### src/sv/i2cbs_pkg.sv
// Shared types, codes and microcode program for the I2C master bit sequencer.
// Used by the microcode ROM, phase timer and top level; depends on nothing.
package i2cbs_pkg;

	// Bus command codes carried in func.
	localparam logic [2:0] FUNC_START    = 3'd0;
	localparam logic [2:0] FUNC_STOP     = 3'd1;
	localparam logic [2:0] FUNC_SEND     = 3'd2;
	localparam logic [2:0] FUNC_RECV     = 3'd3;
	localparam logic [2:0] FUNC_SEND_ACK = 3'd4;
	localparam logic [2:0] FUNC_RECV_ACK = 3'd5;

	// Micro-operation codes.
	localparam logic [1:0] OP_SCL    = 2'd0;
	localparam logic [1:0] OP_SDA    = 2'd1;
	localparam logic [1:0] OP_SAMPLE = 2'd2;

	// Sources of the level written by a drive operation.
	localparam logic [1:0] SRC_ZERO = 2'd0;
	localparam logic [1:0] SRC_ONE  = 2'd1;
	localparam logic [1:0] SRC_DATA = 2'd2;
	localparam logic [1:0] SRC_ACK  = 2'd3;

	localparam int unsigned PC_W      = 5;
	localparam int unsigned TICKS_W   = 16;
	localparam logic [TICKS_W-1:0] TICKS_RESET = 16'd500;

	typedef logic [PC_W-1:0] pc_t;

	// One control word per phase.
	typedef struct packed {
		logic [1:0] op;
		logic [1:0] src;
		logic       fin;    // command ends here unless the bit loop continues
		logic       loop;   // repeat from target until eight bits are done
		logic       rv;     // present the received value on the final phase
		pc_t        target;
	} ucw_t;

	// Program entry points.
	localparam pc_t PC_START    = 5'd0;
	localparam pc_t PC_STOP     = 5'd4;
	localparam pc_t PC_SEND     = 5'd7;
	localparam pc_t PC_RECV     = 5'd10;
	localparam pc_t PC_RECV_BIT = 5'd11;
	localparam pc_t PC_SEND_ACK = 5'd14;
	localparam pc_t PC_RECV_ACK = 5'd17;

	function automatic ucw_t mk_ucw(logic [1:0] op, logic [1:0] src, logic fin,
		logic loop, logic rv, pc_t target);
		ucw_t w;
		w.op     = op;
		w.src    = src;
		w.fin    = fin;
		w.loop   = loop;
		w.rv     = rv;
		w.target = target;
		return w;
	endfunction

	// The control program: one word per pin phase.
	function automatic ucw_t ucode(pc_t pc);
		ucw_t w;
		unique case (pc)
			// Start condition.
			5'd0:  w = mk_ucw(OP_SDA, SRC_ONE, 1'b0, 1'b0, 1'b0, PC_START);
			5'd1:  w = mk_ucw(OP_SCL, SRC_ONE, 1'b0, 1'b0, 1'b0, PC_START);
			5'd2:  w = mk_ucw(OP_SDA, SRC_ZERO, 1'b0, 1'b0, 1'b0, PC_START);
			5'd3:  w = mk_ucw(OP_SCL, SRC_ZERO, 1'b1, 1'b0, 1'b0, PC_START);
			// Stop condition.
			5'd4:  w = mk_ucw(OP_SDA, SRC_ZERO, 1'b0, 1'b0, 1'b0, PC_START);
			5'd5:  w = mk_ucw(OP_SCL, SRC_ONE, 1'b0, 1'b0, 1'b0, PC_START);
			5'd6:  w = mk_ucw(OP_SDA, SRC_ONE, 1'b1, 1'b0, 1'b0, PC_START);
			// Send byte, one bit per pass.
			5'd7:  w = mk_ucw(OP_SDA, SRC_DATA, 1'b0, 1'b0, 1'b0, PC_START);
			5'd8:  w = mk_ucw(OP_SCL, SRC_ONE, 1'b0, 1'b0, 1'b0, PC_START);
			5'd9:  w = mk_ucw(OP_SCL, SRC_ZERO, 1'b1, 1'b1, 1'b0, PC_SEND);
			// Receive byte: release SDA, then sample eight bits.
			5'd10: w = mk_ucw(OP_SDA, SRC_ONE, 1'b0, 1'b0, 1'b0, PC_START);
			5'd11: w = mk_ucw(OP_SCL, SRC_ONE, 1'b0, 1'b0, 1'b0, PC_START);
			5'd12: w = mk_ucw(OP_SAMPLE, SRC_ZERO, 1'b0, 1'b0, 1'b0, PC_START);
			5'd13: w = mk_ucw(OP_SCL, SRC_ZERO, 1'b1, 1'b1, 1'b1, PC_RECV_BIT);
			// Send acknowledge.
			5'd14: w = mk_ucw(OP_SDA, SRC_ACK, 1'b0, 1'b0, 1'b0, PC_START);
			5'd15: w = mk_ucw(OP_SCL, SRC_ONE, 1'b0, 1'b0, 1'b0, PC_START);
			5'd16: w = mk_ucw(OP_SCL, SRC_ZERO, 1'b1, 1'b0, 1'b0, PC_START);
			// Receive acknowledge.
			5'd17: w = mk_ucw(OP_SDA, SRC_ONE, 1'b0, 1'b0, 1'b0, PC_START);
			5'd18: w = mk_ucw(OP_SCL, SRC_ONE, 1'b0, 1'b0, 1'b0, PC_START);
			5'd19: w = mk_ucw(OP_SAMPLE, SRC_ZERO, 1'b0, 1'b0, 1'b0, PC_START);
			5'd20: w = mk_ucw(OP_SCL, SRC_ZERO, 1'b1, 1'b0, 1'b1, PC_START);
			default: w = mk_ucw(OP_SAMPLE, SRC_ZERO, 1'b1, 1'b0, 1'b0, PC_START);
		endcase
		return w;
	endfunction

	// Entry point of each command.
	function automatic pc_t entry_pc(logic [2:0] func);
		pc_t pc;
		unique case (func)
			FUNC_START:    pc = PC_START;
			FUNC_STOP:     pc = PC_STOP;
			FUNC_SEND:     pc = PC_SEND;
			FUNC_RECV:     pc = PC_RECV;
			FUNC_SEND_ACK: pc = PC_SEND_ACK;
			FUNC_RECV_ACK: pc = PC_RECV_ACK;
			default:       pc = PC_START;
		endcase
		return pc;
	endfunction

endpackage

### src/sv/i2cbs_ucode_rom.sv
// Microcode ROM of the I2C master bit sequencer, registered read.
// Depends on i2cbs_pkg for the control word type and program contents.
module i2cbs_ucode_rom (
	input  logic              clk,
	input  i2cbs_pkg::pc_t    pc,
	output i2cbs_pkg::ucw_t   cw
);
	import i2cbs_pkg::*;

	ucw_t cw_q;

	// The word for the next program counter is fetched into a register, so it is ready when that counter takes effect.
	always_ff @(posedge clk) begin
		cw_q <= ucode(pc);
	end

	assign cw = cw_q;

endmodule

### src/sv/i2cbs_phase_timer.sv
// Phase hold timer: counts the cycles one pin phase is held on the bus.
// Depends on i2cbs_pkg for the tick width.
module i2cbs_phase_timer (
	input  logic                             clk,
	input  logic                             arst_n,
	input  logic                             load,
	input  logic [i2cbs_pkg::TICKS_W-1:0]    ticks,
	output logic                             done
);
	import i2cbs_pkg::*;

	logic [TICKS_W-1:0] cnt_q;

	// A phase of zero ticks is held like a phase of one tick.
	always_ff @(posedge clk or negedge arst_n) begin
		if (!arst_n) begin
			cnt_q <= '0;
		end else if (load) begin
			cnt_q <= (ticks == '0) ? '0 : ticks - TICKS_W'(1);
		end else if (cnt_q != '0) begin
			cnt_q <= cnt_q - TICKS_W'(1);
		end
	end

	assign done = (cnt_q == '0);

endmodule

### src/sv/i2c_master_bit_sequencer_top.sv
// I2C master bit sequencer: each valid command yields 3 to 25 pin phases, one transfer per phase.
// The first phase issues once the command is taken, the previous phase's hold has run out and
// the output register is free; each later phase issues once the phase timer has run out the
// hold of the one before it (phase_ticks, where zero acts as one), later only while that phase
// still waits in the output register. The next command is taken from the cycle after the
// final phase enters the output register. Reset is asynchronous: pins released, 500 ticks.
module i2c_master_bit_sequencer_top (
	input  logic                           clk,
	input  logic                           arst_n,
	input  logic                           cfg_we,
	input  logic [i2cbs_pkg::TICKS_W-1:0]  cfg_wdata,
	input  logic                           in_valid,
	output logic                           in_ready,
	input  logic [2:0]                     func,
	input  logic [7:0]                     data_byte,
	input  logic                           ack_bit,
	input  logic [7:0]                     line_levels,
	output logic                           out_valid,
	input  logic                           out_ready,
	output logic                           scl,
	output logic                           sda,
	output logic                           is_sample,
	output logic [7:0]                     read_value,
	output logic                           last
);
	import i2cbs_pkg::*;

	logic [TICKS_W-1:0] phase_ticks_q;
	logic               busy_q;
	pc_t                pc_q;
	pc_t                pc_next;
	logic [2:0]         bitcnt_q;
	logic [7:0]         data_q;
	logic [7:0]         lines_q;
	logic               ack_q;
	logic [7:0]         got_q;
	logic               scl_q;
	logic               sda_q;
	logic               out_valid_q;
	logic               is_sample_q;
	logic [7:0]         read_value_q;
	logic               last_q;
	ucw_t               cw;
	logic               tmr_done;
	logic               in_xfer;
	logic               cmd_ok;
	logic               issue;
	logic               src_lvl;
	logic               scl_n;
	logic               sda_n;
	logic               loop_more;
	logic               last_n;

	assign in_ready = !busy_q;
	assign in_xfer  = in_valid && in_ready;
	assign cmd_ok   = (func <= FUNC_RECV_ACK);

	// Configuration register.
	always_ff @(posedge clk or negedge arst_n) begin
		if (!arst_n) begin
			phase_ticks_q <= TICKS_RESET;
		end else if (cfg_we) begin
			phase_ticks_q <= cfg_wdata;
		end
	end

	// A phase issues once the previous phase has run out and the output register is free.
	// The ROM word always matches pc_q, since it is fetched from pc_next.
	assign issue = busy_q && tmr_done && (!out_valid_q || out_ready);

	// Level written by the current word.
	always_comb begin
		case (cw.src)
			SRC_ZERO: src_lvl = 1'b0;
			SRC_ONE:  src_lvl = 1'b1;
			SRC_DATA: src_lvl = data_q[7];
			SRC_ACK:  src_lvl = ack_q;
			default:  src_lvl = 1'b0;
		endcase
	end

	// Pin level update decoder.
	always_comb begin
		scl_n = scl_q;
		sda_n = sda_q;
		unique case (cw.op)
			OP_SCL:    scl_n = src_lvl;
			OP_SDA:    sda_n = src_lvl;
			OP_SAMPLE: ;
			default:   ;
		endcase
	end

	assign loop_more = cw.loop && (bitcnt_q != 3'd7);
	assign last_n    = cw.fin && !loop_more;

	// Next program counter: command entry point on a transfer, jump back for another bit, or step on.
	always_comb begin
		if (in_xfer) begin
			pc_next = entry_pc(func);
		end else if (issue && loop_more) begin
			pc_next = cw.target;
		end else if (issue) begin
			pc_next = pc_q + PC_W'(1);
		end else begin
			pc_next = pc_q;
		end
	end

	// Sequencer control.
	always_ff @(posedge clk or negedge arst_n) begin
		if (!arst_n) begin
			busy_q   <= 1'b0;
			pc_q     <= PC_START;
			bitcnt_q <= '0;
			scl_q    <= 1'b1;
			sda_q    <= 1'b1;
		end else begin
			pc_q <= pc_next;
			if (in_xfer) begin
				busy_q   <= cmd_ok;
				bitcnt_q <= '0;
			end else if (issue) begin
				scl_q <= scl_n;
				sda_q <= sda_n;
				if (loop_more) begin
					bitcnt_q <= bitcnt_q + 3'd1;
				end
				if (last_n) begin
					busy_q <= 1'b0;
				end
			end
		end
	end

	// Command operands: transmit and line-level shifters, received byte.
	always_ff @(posedge clk) begin
		if (in_xfer) begin
			data_q  <= data_byte;
			lines_q <= line_levels;
			ack_q   <= ack_bit;
			got_q   <= '0;
		end else if (issue) begin
			if (cw.op == OP_SDA && cw.src == SRC_DATA) begin
				data_q <= {data_q[6:0], 1'b0};
			end
			if (cw.op == OP_SAMPLE) begin
				got_q   <= {got_q[6:0], lines_q[7]};
				lines_q <= {lines_q[6:0], 1'b0};
			end
		end
	end

	// Output register valid flag.
	always_ff @(posedge clk or negedge arst_n) begin
		if (!arst_n) begin
			out_valid_q <= 1'b0;
		end else if (issue) begin
			out_valid_q <= 1'b1;
		end else if (out_ready) begin
			out_valid_q <= 1'b0;
		end
	end

	// Output register payload.
	always_ff @(posedge clk) begin
		if (issue) begin
			is_sample_q  <= (cw.op == OP_SAMPLE);
			read_value_q <= (cw.rv && last_n) ? got_q : 8'd0;
			last_q       <= last_n;
		end
	end

	i2cbs_ucode_rom u_rom (
		.clk (clk),
		.pc  (pc_next),
		.cw  (cw)
	);

	i2cbs_phase_timer u_tmr (
		.clk    (clk),
		.arst_n (arst_n),
		.load   (issue),
		.ticks  (phase_ticks_q),
		.done   (tmr_done)
	);

	assign out_valid  = out_valid_q;
	assign scl        = scl_q;
	assign sda        = sda_q;
	assign is_sample  = is_sample_q;
	assign read_value = read_value_q;
	assign last       = last_q;

endmodule

### config.mk
export PLATFORM = sky130hd
export DESIGN_NAME = i2c_master_bit_sequencer_top
export DESIGN_NICKNAME = d
export VERILOG_FILES = /design/src/sv/i2cbs_pkg.sv /design/src/sv/i2cbs_ucode_rom.sv /design/src/sv/i2cbs_phase_timer.sv /design/src/sv/i2c_master_bit_sequencer_top.sv
export SDC_FILE = /design/constraint.sdc
export NUM_CORES = 1
export LEC_CHECK = 0
export ABC_AREA = 1
export BUFFER_PORTS_ARGS = -buffer_cell sky130_fd_sc_hd__buf_2
export CAP_MARGIN = 20
export CORE_UTILIZATION = 53
export DETAILED_ROUTE_END_ITERATION = 12
export GPL_TIMING_DRIVEN = 0
export PLACE_DENSITY = 0.71
export SLEW_MARGIN = 0
export SYNTH_ARGS = -nofsm -noshare
export SYNTH_HDL_FRONTEND = slang
export SYNTH_SLANG_ARGS = --single-unit
### constraint.sdc
create_clock -name clk -period 3.4 [get_ports clk]
set_input_delay 0.51 -clock clk [delete_from_list [all_inputs] [get_ports clk]]
set_output_delay 0.51 -clock clk [all_outputs]
set_load 0.005 [all_outputs]
==> results.py <==
metrics = {
    "drt": {
        "viasPerCell": 5.04,
        "ant_nets": 0,
        "drc": 0,
        "drt-total-wl_mm": 9.56,
        "wl_per_cell_um": 12.8,
        "dr.pass1.iters": 4,
        "vias": 3755,
        "drt_iter0_markers": 191,
    },
    "power_and_ir_drop": {
        "peakVddDrop_uv": 368,
        "pwr-share-clk": 0.213,
        "powerDensity_nw_per_um2": 626,
        "p_sw_w": 0.00128,
        "seq_power_share": 0.438,
        "p_sw_frac": 0.382,
        "comb_power_share": 0.349,
        "power.internal_w": 0.00207,
        "p_leak_nw": 2.45,
    },
    "yosys": {
        "synth_edf_count": 27,
        "synth.distinct_cells": 46,
        "postSynthAreaPerCell_um2": 8.36,
        "syn_area_um2": 4730,
        "yosysSeqAreaShare": 0.478,
        "synth_fp_nets": 617,
        "async_flop_share": 0.500,
        "synthCells": 566,
        "ys_ff_latch": 88,
        "ys.flop_type": "dfrtp_1",
        "ys_warn_count": 0,
    },
    "critical_path": {
        "ff2ff_setup_slack_ps": 850,
        "crit_family": "simple AND/OR/NAND/NOR gates",
        "cp_data_required_time_ps": 3470,
        "timing.rr.start": "u_tmr.cnt_q[0]$_DFFE_PN0P_",
        "cp.arrival_ps": 2610,
        "crit_chain": "inv_1, ha_1, nand3_1, nor2_1, nand2_2, nor2_4, nand2_2, clkinv_2, nand3_1, o21ai_0, buf_2",
        "start_kind": "flop",
        "cp_max_fo": 17,
        "rr_endpoint": "data_q[6]$_DFFE_PP_",
        "cp_slowest_cell": "dfrtp_1",
        "max_stage_delay_ps": 360,
        "rr_worst_depth": 11,
        "endpoint_kind": "flop",
        "path_buf_inv": 3,
        "crit_type": "reg -> reg",
    },
    "layout": {
        "antenna_cells": 0,
        "most-common-layout-cells": "nand2_1, inv_1, buf_2",
        "finalNonFillerCells": 745,
        "area_growth_syn_to_layout_pct": 13.2,
        "final_common_cell": "nand2_1",
        "drive_gt1_frac": 0.246,
        "final_area_um2": 5360,
        "nets": 683,
    },
    "cts": {
        "cts_tree": "built",
        "ctsRootBufferMaster": "clkbuf_8",
        "h-tree-depth": 3,
        "clock_latency_ps": 360,
        "cts_setup_buffers": 0,
        "ctsLongestPathBuffers": 2,
        "cts.sink_count": 88,
        "post_cts_resized": 0,
        "postCtsHoldBufs": 0,
        "numCtsBuffers": 9,
        "clk_pin_slew_ps": 90,
    },
    "sta": {
        "worst_pin_slew_ps": 552,
        "finalMaxSlewViolations": 0,
        "holdWs_ps": 87.2,
        "period_share": 0.749,
        "setup_viol": 0,
        "fin_skew_ps": 14.1,
        "final.min_clock_period_ps": 2550,
        "timing.setup.tns_ps": 0,
        "rsz0062_at_grt": "no",
        "hold_violations": 0,
        "slew_headroom": 0.632,
        "fmax_mhz": 393,
        "layout_setup_ws_ps": 852,
    },
    "global_routing": {
        "grt_first_pass_wirelength_mm": 15.9,
        "groute.usage.overall": 0.226,
        "grt_overflow": 0,
        "antenna_found_initial": 0,
        "grt_pass1_vias": 3463,
        "grt_max_degree": 45,
    },
    "min_path": {
        "hold_path.class": "in -> async",
    },
    "floorplan": {
        "rows": 34,
        "floorplan.io_pins": 55,
        "core_area_um2": 8680,
        "dieArea_um2": 9310,
        "die_w_um": 96.5,
        "fp.dieH_um": 96.5,
        "start_util": 0.545,
    },
    "placed_design": {
        "placed_area_um2": 5130,
        "io_buffer_count": 53,
        "dp_worst_setup_slack_ps": 348,
        "dpl.hpwl_mm": 7.38,
        "dp_cells": 727,
        "place_congestion": 0.866,
    },
    "job": {
        "cap_violations": 0,
    },
    "status": {
        "run_status": "complete, no violations",
    },
}
-- per-layer routing --
layer	share of wire	global-route usage	vias up
li1	-	-	1942
met1	0.48	0.319	1698
met2	0.45	0.349	95
met3	0.044	0.0321	20
met4	0.024	0.0919	0
met5	0	0	-
-- through the flow --
step | total power, W | utilization
5_1_grt | 0.00360 | 0.617
2_1_floorplan | 0.00238 | -
3_3_place_gp | 0.00261 | 0.592
3_5_place_dp | 0.00265 | 0.592
6_report | 0.00336 | 0.617
4_1_cts | 0.00336 | 0.614
-- power by group through the flow --
stage / combinational [W] / clock (W) / sequential [W]
floorplan: 0.000925 / 0 / 0.00145
finish: 0.00117 / 0.000716 / 0.00147
global placement: 0.00112 / 0 / 0.00148
global route: 0.00133 / 0.000773 / 0.00149
detailed placement: 0.00116 / 0 / 0.00149
CTS: 0.00117 / 0.000730 / 0.00147
-- flip-flops by register name, summed over array words and instances, names as in the netlist --
signal         count
ack_q              1
bitcnt_q           3
busy_q             1
data_q             8
got_q              8
is_sample          1
last               1
lines_q            8
out_valid          1
pc_q               5
phase_ticks_q     16
read_value         8
scl                1
sda                1
u_rom.cw           9
u_tmr.cnt_q       16
-- worst max path at each step --
stage | from | to | slack (ps) | cells past startpoint
finish | u_tmr.cnt_q[0]$_DFFE_PN0P_ | data_q[6]$_DFFE_PP_ | 850 | 11
floorplan | u_tmr.cnt_q[0]$_DFFE_PN0P_ | data_q[0]$_SDFFCE_PN0P_ | 960 | 10
global placement | u_tmr.cnt_q[0]$_DFFE_PN0P_ | data_q[0]$_SDFFCE_PN0P_ | 460 | 10
detailed placement | u_tmr.cnt_q[0]$_DFFE_PN0P_ | data_q[1]$_DFFE_PP_ | 350 | 10
global route | u_tmr.cnt_q[0]$_DFFE_PN0P_ | data_q[2]$_DFFE_PP_ | 660 | 11
CTS | u_tmr.cnt_q[0]$_DFFE_PN0P_ | data_q[1]$_DFFE_PP_ | 330 | 10
-- logic make-up (layout without fill, tap and decap cells) --
logic type,count (synthesis),count (layout),share of synthesized area
flops,88,88,0.478
simple gates,281,281,0.288
fa+ha+maj,10,10,0.0264
mux,3,3,0.00714
xor+xnor,21,21,0.0389
compound gates,75,75,0.0854
buf+inv,88,159,0.0761
-- synthesized netlist by cell type, types with 2 or more instances --
library cell,n,area (um^2)
clkbuf_1,4,15.0
o21ai_2,2,17.5
buf_6,2,22.5
inv_2,13,48.8
inv_1,57,214
buf_2,3,15.0
nand4_1,6,37.5
o21ai_1,6,30.0
nor3_2,2,20.0
a21oi_1,26,130
edfxtp_1,27,811
nor2_2,12,75.1
nor2_4,8,90.1
o21ai_0,33,165
inv_4,3,18.8
xor2_1,16,140
ha_1,10,125
or2_2,2,12.5
nand2_4,4,45.0
mux2_2,3,33.8
dfxtp_1,17,340
xnor2_1,5,43.8
buf_1,3,11.3
nor3_1,6,30.0
dfrtp_1,36,901
dfstp_2,8,210
clkinv_2,3,15.0
nand2_1,131,492
nand2_2,18,113
nor2_1,53,199
nand3_1,32,160
-- final cells by class --
type                            instances  area, um^2
Tap cell                              108         135
Clock buffer                           10         128
Buffer                                 12        63.8
Clock inverter                          6        70.1
Timing Repair Buffer                   55         290
Inverter                               76         297
Sequential cell                        88        2260
Multi-Input combinational cell        390        2110
Fill cell                             791        3320
Note: power is estimated with default switching activity, not from simulation.
